## src/design/s256h_pkg.sv

```systemverilog
// Package: SHA-256 constants, types and round functions.
`timescale 1ns / 1ps
package s256h_pkg;

  localparam int NumRounds = 64;
  localparam int LenWidth  = 5;
  localparam logic [LenWidth-1:0] PadLimit = 5'd20;

  typedef logic [31:0] word_t;
  typedef word_t [15:0] sched_t;
  typedef word_t [7:0] state_t;

  typedef struct packed {
    logic   valid;
    state_t st;
    sched_t w;
  } stage_t;

  localparam word_t RoundK [NumRounds] = '{
    32'h428a2f98, 32'h71374491, 32'hb5c0fbcf, 32'he9b5dba5,
    32'h3956c25b, 32'h59f111f1, 32'h923f82a4, 32'hab1c5ed5,
    32'hd807aa98, 32'h12835b01, 32'h243185be, 32'h550c7dc3,
    32'h72be5d74, 32'h80deb1fe, 32'h9bdc06a7, 32'hc19bf174,
    32'he49b69c1, 32'hefbe4786, 32'h0fc19dc6, 32'h240ca1cc,
    32'h2de92c6f, 32'h4a7484aa, 32'h5cb0a9dc, 32'h76f988da,
    32'h983e5152, 32'ha831c66d, 32'hb00327c8, 32'hbf597fc7,
    32'hc6e00bf3, 32'hd5a79147, 32'h06ca6351, 32'h14292967,
    32'h27b70a85, 32'h2e1b2138, 32'h4d2c6dfc, 32'h53380d13,
    32'h650a7354, 32'h766a0abb, 32'h81c2c92e, 32'h92722c85,
    32'ha2bfe8a1, 32'ha81a664b, 32'hc24b8b70, 32'hc76c51a3,
    32'hd192e819, 32'hd6990624, 32'hf40e3585, 32'h106aa070,
    32'h19a4c116, 32'h1e376c08, 32'h2748774c, 32'h34b0bcb5,
    32'h391c0cb3, 32'h4ed8aa4a, 32'h5b9cca4f, 32'h682e6ff3,
    32'h748f82ee, 32'h78a5636f, 32'h84c87814, 32'h8cc70208,
    32'h90befffa, 32'ha4506ceb, 32'hbef9a3f7, 32'hc67178f2
  };

  localparam state_t StartH = '{
    32'h5be0cd19, 32'h1f83d9ab, 32'h9b05688c, 32'h510e527f,
    32'ha54ff53a, 32'h3c6ef372, 32'hbb67ae85, 32'h6a09e667
  };

  function automatic word_t rotr(input word_t x, input int n);
    return (x >> n) | (x << (32 - n));
  endfunction

  function automatic word_t swap32(input word_t v);
    return {v[7:0], v[15:8], v[23:16], v[31:24]};
  endfunction

endpackage

```

## src/design/s256h_round.sv

```systemverilog
// One SHA-256 round stage with a rolling 16-word schedule window.
`timescale 1ns / 1ps
module s256h_round
  import s256h_pkg::*;
(
  input  logic   clk,
  input  logic   rst,
  input  logic   advance,
  input  word_t  k,
  input  stage_t din,
  output stage_t dout
);

  word_t  t1, t2, s0, s1, wnew;
  state_t st;
  sched_t w;

  always_comb begin
    st = din.st;
    w  = din.w;
    t1 = st[7] + (rotr(st[4], 6) ^ rotr(st[4], 11) ^ rotr(st[4], 25))
       + ((st[4] & st[5]) ^ (~st[4] & st[6])) + k + w[0];
    t2 = (rotr(st[0], 2) ^ rotr(st[0], 13) ^ rotr(st[0], 22))
       + ((st[0] & st[1]) ^ (st[0] & st[2]) ^ (st[1] & st[2]));
    s0 = rotr(w[1], 7) ^ rotr(w[1], 18) ^ (w[1] >> 3);
    s1 = rotr(w[14], 17) ^ rotr(w[14], 19) ^ (w[14] >> 10);
    wnew = w[0] + s0 + w[9] + s1;
  end

  always_ff @(posedge clk) begin
    if (rst) begin
      dout.valid <= 1'b0;
    end else if (advance) begin
      dout.valid <= din.valid;
    end
    if (advance) begin
      dout.st <= {st[6:4], st[3] + t1, st[2:0], t1 + t2};
      dout.w  <= {wnew, w[15:1]};
    end
  end

endmodule

```

## config.mk

```make
export PLATFORM = sky130hd
export DESIGN_NAME = s256h_round
export DESIGN_NICKNAME = d
export VERILOG_FILES = /design/src/design/s256h_pkg.sv /design/src/design/s256h_round.sv
export SDC_FILE = /design/constraint.sdc
export NUM_CORES = 1
export LEC_CHECK = 0
export BUFFER_PORTS_ARGS = -buffer_cell sky130_fd_sc_hd__buf_2
export CAP_MARGIN = 40
export CORE_AREA = 2 2 611 613
export DETAILED_ROUTE_END_ITERATION = 10
export DIE_AREA = 0 0 613 615
export PLACE_DENSITY_LB_ADDON = 0.3
export RECOVER_POWER = 25
export SYNTH_ARGS = -nofsm -noshare
export SYNTH_HDL_FRONTEND = slang
export SYNTH_SLANG_ARGS = --single-unit
```

## constraint.sdc

```tcl
create_clock -name clk -period 18.7 [get_ports clk]
set_input_delay 2.805 -clock clk [delete_from_list [all_inputs] [get_ports clk]]
set_output_delay 2.805 -clock clk [all_outputs]
set_load 0.03 [all_outputs]
```

==> results of run 1 <==
[cell usage after synthesis (3+ instances only)]
cell type    n  area [um^2]
maj3_1       3         30.0
mux2i_1     28          280
nand4_1     12         75.1
and3_1      11         68.8
nor2b_1     14         87.6
o21a_1      23          173
or2_1        3         18.8
inv_1      422         1580
nand2b_1    10         62.6
a211oi_1    14          105
ha_1       124         1550
xor2_1     129         1130
o21ai_1     17         85.1
xnor2_1    238         2080
o31a_1       6         52.6
a21oi_1     90          450
a311oi_1     3         26.3
a21boi_0     3         22.5
o21ai_0     63          315
a211oi_2     3         37.5
edfxtp_1   768        23100
nand2_1     39          146
and2_1       6         37.5
nor2_1      60          225
mux2_2       6         67.6
a31oi_1      8         50.1
o211ai_1     7         52.6
or3_1        4         25.0
o21bai_1    15          113
fa_1       187         3740
nand3_1     14         70.1
clkbuf_1    32          120
nor3_1      13         65.1
a211o_1      6         52.6
a21oi_2      3         26.3
a21o_1      86          646
a31o_1       5         43.8
[worst reg2reg max path, cell delays in order (launching register included)]
cell	delay (ns)
dfxtp_1	0.31
mux2i_1	0.12
nor2_1	0.06
[placed cells by master (no fill, tap or decap), types with 60 or more instances in the layout]
cell	netlist	final
xor2_1	129	129
o21ai_0	63	63
clkbuf_16	0	110
buf_2	2	1333
ha_1	124	124
inv_1	422	422
clkbuf_1	32	256
xnor2_1	238	237
a21oi_1	90	90
fa_1	187	187
a21o_1	86	86
edfxtp_1	768	768
nor2_1	60	60
[power by group]
group / switching [uW] / total, uW / internal, uW
clock network: 910 / 2080 / 1170
logic: 4280 / 6580 / 2300
registers: 82.6 / 2510 / 2420
total: 5270 / 11200 / 5890
[how the worst max path moves through the flow]
stage	startpoint	endpoint	slack (ns)	cells after the start
global placement	din[1]	dout[540]	7.74	27
CTS	din[1]	dout[540]	8.76	27
global route	din[1]	dout[540]	8.42	27
floorplan	k[1]	dout[543]	9.47	29
detailed placement	din[1]	dout[540]	7.78	27
finish	din[1]	dout[540]	8.82	27
[cell families (layout without fill, tap and decap cells)]
kind of cell             count (synthesis)  in the layout  synth area share
multiplexers                            34             34           0.00934
XOR/XNOR                               368            368            0.0870
buffers and inverters                  456           2226            0.0460
AO/OA/AOI/OAI                          380            380            0.0680
flip-flops                             769            769             0.620
other                                    0             57                 0
adder cells (fa/ha/maj)                314            314             0.143
AND/OR/NAND/NOR                        200            200            0.0266
[per-stage QoR]
step | instances | setup slack [ns] | power (uW) | hold slack, ns
final | 9320 | 8.82 | 11200 | 0.528
after detailed placement | 9064 | 7.78 | 9180 | 0.509
after CTS | 9263 | 8.76 | 11400 | 0.524
after global routing | 9296 | 8.42 | 12000 | 0.575
after floorplan | 2521 | 9.47 | 6680 | 0.630
after global placement | 9050 | 7.74 | 9150 | 0.484
[per-layer routing]
layer,track usage,share of wire,up-vias
li1,-,-,12200
met1,0.153,0.35,14600
met2,0.277,0.53,1615
met3,0.0492,0.090,474
met4,0.0409,0.033,78
met5,0,0.0017,-
[final cells by class]
class,count,area [um^2]
flip-flops and latches,769,23100
clock buffers,126,2810
fillers,41700,316000
repair buffers,1605,7900
clock inverters,73,646
inverters,422,1580
well taps,4972,6220
diodes,57,143
multi-input cells,1296,12400
==> impl_metrics.json, run 1 <==
{
  "synth_seq_cells": 769,
  "tightestPinTransition_ns": 1.17,
  "crit_top_cell": "fa_1",
  "hold_viol": 0,
  "pwr_density_cell_nw_per_um2": 204,
  "grt_max_degree": 150,
  "worstSetupPathType": "primary input to flip-flop",
  "status": "completed",
  "grt_pass1_wl_mm": 352,
  "post-route-period-util": 0.528,
  "first_global_vias": 29300,
  "syn_nets": 3636,
  "period_minus_slack_ns": 9.88,
  "r2r_end": "dout[768]",
  "regToRegStartpoint": "dout[768]",
  "initial_core_util": 0.100,
  "drt_wl_total_mm": 288,
  "avgSynthCellArea_um2": 14.8,
  "worst_skew_pair.late_latency_ns": 0.79,
  "ios": 1573,
  "slew_headroom": 0.220,
  "grt_usage": 0.147,
  "post_cts_resized": 0,
  "tritoncts.num_buffers": 110,
  "leakage_uw": 0.0223,
  "grt_overflow_total": 0,
  "rr_worst_depth": 2,
  "drive_above_1_share": 0.364,
  "rrSetupSlack_ns": 18.10,
  "remaining_drc_errors": 0,
  "min_to": "dout[768]",
  "critPathCaptureType": "flip-flop",
  "first_iter_violations": 2110,
  "wire_per_inst_um": 30.9,
  "ys_seq_area_frac": 0.620,
  "crit_arrival_ns": 10.47,
  "synth_flop_cell": "edfxtp_1",
  "clock_skew_ns": 0,
  "top_register": "dout",
  "cts_tree": "yes",
  "crit_required_ns": 19.29,
  "htreeDepth": 3,
  "peakVddDrop_mv": 0.157,
  "critPathLaunchType": "primary input",
  "clock.fmax_mhz": 101,
  "critPathMaxFanout": 8,
  "synthCells": 2521,
  "hold_buffers": 0,
  "dr.pass1.iters": 7,
  "vias": 29000,
  "async_flop_share": 0,
  "port_buffers": 1572,
  "utilization": 0.148,
  "hpwlAfterDp_mm": 255,
  "detail_route.vias_per_cell": 3.11,
  "ant_nets": 0,
  "synth_edf_count": 768,
  "cts_setup_buffers": 0,
  "finalMaxSlewViolations": 0,
  "hp-start": "dout[768]",
  "final_nets": 5319,
  "setup_tns_ns": 0,
  "post_dp_cell_area_um2": 51500,
  "largest_register_ffs": 769,
  "hold_depth": 2,
  "crit_slowest_cell": "xor2_1",
  "clk_pin_slew_ns": 0.06,
  "syn2layout_area_growth_pct": 47.3,
  "yosysUniqueCellTypes": 74,
  "gp_congestion": 0.912,
  "synth_area_um2": 37200,
  "hold_path.class": "flip-flop to flip-flop",
  "top_regs": "dout x769",
  "critPathMaxStageDelay_ns": 0.65,
  "die_h_um": 615,
  "dieArea_um2": 377000,
  "grt_setup_unrepaired": "false",
  "antenna_found_initial": 220,
  "postLayoutCellArea_um2": 54800,
  "cpLargestDelayFamily": "adder cells",
  "cts-root-buf": "clkbuf_16",
  "clockBufferDepth": 4,
  "ys_warn_count": 0,
  "num_rows": 224,
  "clock-sinks": 769,
  "setup_viol": 0,
  "die_width_um": 613,
  "maxCapViolCount": 0,
  "core_area_um2": 371000,
  "path_buf_inv": 5
}
(Power assumes the default switching activity.)
==> run 2, diff against run 1 <==
clock period = 9 ns   (was 18.7 ns; I/O delays follow)
==> run 2 against run 1 <==
Net effect: wire length decreased by 0.10%; first-iteration DRC count decreased by 0.71%; count of clock-buffer cells in the layout increased by 1; total power increased by 110%; via count unchanged; critical path depth increased by 3.
==> impl_metrics.json, run 2 (synthesis gave the netlist of run 1 again) <==
{
  "die_width_um": 613,
  "status": "completed",
  "dr.pass1.iters": 7,
  "gp_congestion": 0.903,
  "vias": 29000,
  "rr_worst_depth": 2,
  "r2r_end": "dout[768]",
  "critPathCaptureType": "flip-flop",
  "remaining_drc_errors": 0,
  "top_regs": "dout x769",
  "dieArea_um2": 377000,
  "intPower_uw": 12700,
  "critPathLaunchType": "primary input",
  "clock-sinks": 769,
  "hold_viol": 0,
  "grt_overflow_total": 0,
  "final_nets": 5367,
  "final_cell_mix": "1306 x buf_2, 768 x edfxtp_1, 422 x inv_1, 282 x clkbuf_1, 237 x xnor2_1",
  "finalMaxSlewViolations": 0,
  "ant_nets": 0,
  "num_rows": 224,
  "antenna_found_initial": 213,
  "first_iter_violations": 2095,
  "post-route-period-util": 0.876,
  "post_cts_resized": 0,
  "grt_pass1_wl_mm": 352,
  "numPlacedInstances": 9112,
  "crit_top_cell": "a21oi_1",
  "crit_arrival_ns": 8.46,
  "crit_slowest_cell": "fa_1",
  "crit_required_ns": 9.57,
  "final_common_cell": "buf_2",
  "drive_above_1_share": 0.364,
  "grt_max_degree": 151,
  "die_h_um": 615,
  "slew_headroom": 0.333,
  "tightestPinTransition_ns": 1.00,
  "rrSetupSlack_ns": 8.40,
  "cts-root-buf": "clkbuf_16",
  "crit_path_end": "dout[543]",
  "worst_skew_pair.late_latency_ns": 0.77,
  "utilization": 0.149,
  "grt_setup_unrepaired": "false",
  "clockBufferDepth": 4,
  "leakage_uw": 0.0226,
  "pwr-share-comb": 0.588,
  "period_minus_slack_ns": 7.89,
  "critPathMaxFanout": 6,
  "peakVddDrop_mv": 0.318,
  "tritoncts.num_buffers": 110,
  "regToRegStartpoint": "dout[768]",
  "pwr-share-seq": 0.221,
  "first_global_vias": 29600,
  "top_register": "dout",
  "drt_wl_total_mm": 288,
  "hold_path.class": "flip-flop to flip-flop",
  "clock.fmax_mhz": 127,
  "multi_input_area_um2": 12400,
  "port_buffers": 1572,
  "syn2layout_area_growth_pct": 48.4,
  "post_dp_cell_area_um2": 51900,
  "switching_share": 0.462,
  "cp-startpoint": "din[648]",
  "largest_register_ffs": 769,
  "hold_buffers": 0,
  "maxCapViolCount": 0,
  "wire_per_inst_um": 30.7,
  "htreeDepth": 3,
  "cts_tree": "yes",
  "hpwlAfterDp_mm": 254,
  "cts_setup_buffers": 0,
  "ios": 1573,
  "detail_route.vias_per_cell": 3.10,
  "setup_tns_ns": 0,
  "critPathMaxStageDelay_ns": 0.47,
  "p_sw_uw": 10900,
  "clk_pin_slew_ns": 0.06,
  "core_area_um2": 371000,
  "setup_viol": 0,
  "grt_usage": 0.147,
  "clock_skew_ns": 0,
  "fillerInstances": 41700,
  "initial_core_util": 0.100,
  "pwr_density_cell_nw_per_um2": 426,
  "regArea_um2": 23100,
  "clkPwrFrac": 0.191,
  "postLayoutCellArea_um2": 55300,
  "worstSetupPathType": "primary input to flip-flop",
  "fin_cells": 9364
}
run 2: how the worst min path moves through the flow:
stage                    from   endpoint  slack, ns  depth (start not counted)
floorplan           dout[768]  dout[768]       0.63                          2
global placement    dout[768]  dout[768]       0.48                          2
detailed placement  dout[768]  dout[768]       0.49                          2
CTS                 dout[768]  dout[768]       0.51                          2
global route        dout[768]  dout[768]       0.57                          2
finish              dout[768]  dout[768]       0.51                          2
run 2: critical path: cells and delay by family:
kind | cells | cell delay, ns
buffers and inverters | 5 | 0.85
and+or+nand+nor | 2 | 0.28
adders and majority gates | 5 | 1.86
AOI/OAI and AO/OA | 14 | 3.04
xor gates and xnor gates | 4 | 1.06
run 2: cell type report:
cell class,instances,area share
Clock inverter,72,0.0137
Tap cell,4972,0.113
Inverter,422,0.0287
Clock buffer,127,0.0515
Sequential cell,769,0.418
Antenna cell,53,0.00240
Timing Repair Buffer,1653,0.148
Multi-Input combinational cell,1296,0.225
run 2: metrics by stage:
stage,setup WS (ns),total power (uW),hold WS [ns]
after floorplan,1.22,13900,0.630
after global placement,0.276,19300,0.481
after detailed placement,0.209,19300,0.492
after CTS,1.14,24000,0.505
after global routing,0.624,25300,0.565
final,1.11,23500,0.505
run 2: layer usage:
layer / routed length (um) / GRT usage / part of all wire / up-vias
met5: 468 / 0 / 0.0016 / -
met4: 9270 / 0.0426 / 0.032 / 70
met3: 24700 / 0.0498 / 0.086 / 455
met2: 153000 / 0.277 / 0.53 / 1506
met1: 100000 / 0.152 / 0.35 / 14700
li1: - / - / - / 12300
run 2: power by group through the flow:
stage | registers (uW) | logic [uW] | clock network, uW
6_report | 5200 | 13800 | 4490
5_1_grt | 5250 | 15300 | 4770
4_1_cts | 5210 | 14200 | 4670
3_5_place_dp | 5280 | 14100 | 0
3_3_place_gp | 5280 | 14000 | 0
2_1_floorplan | 6220 | 7660 | 0
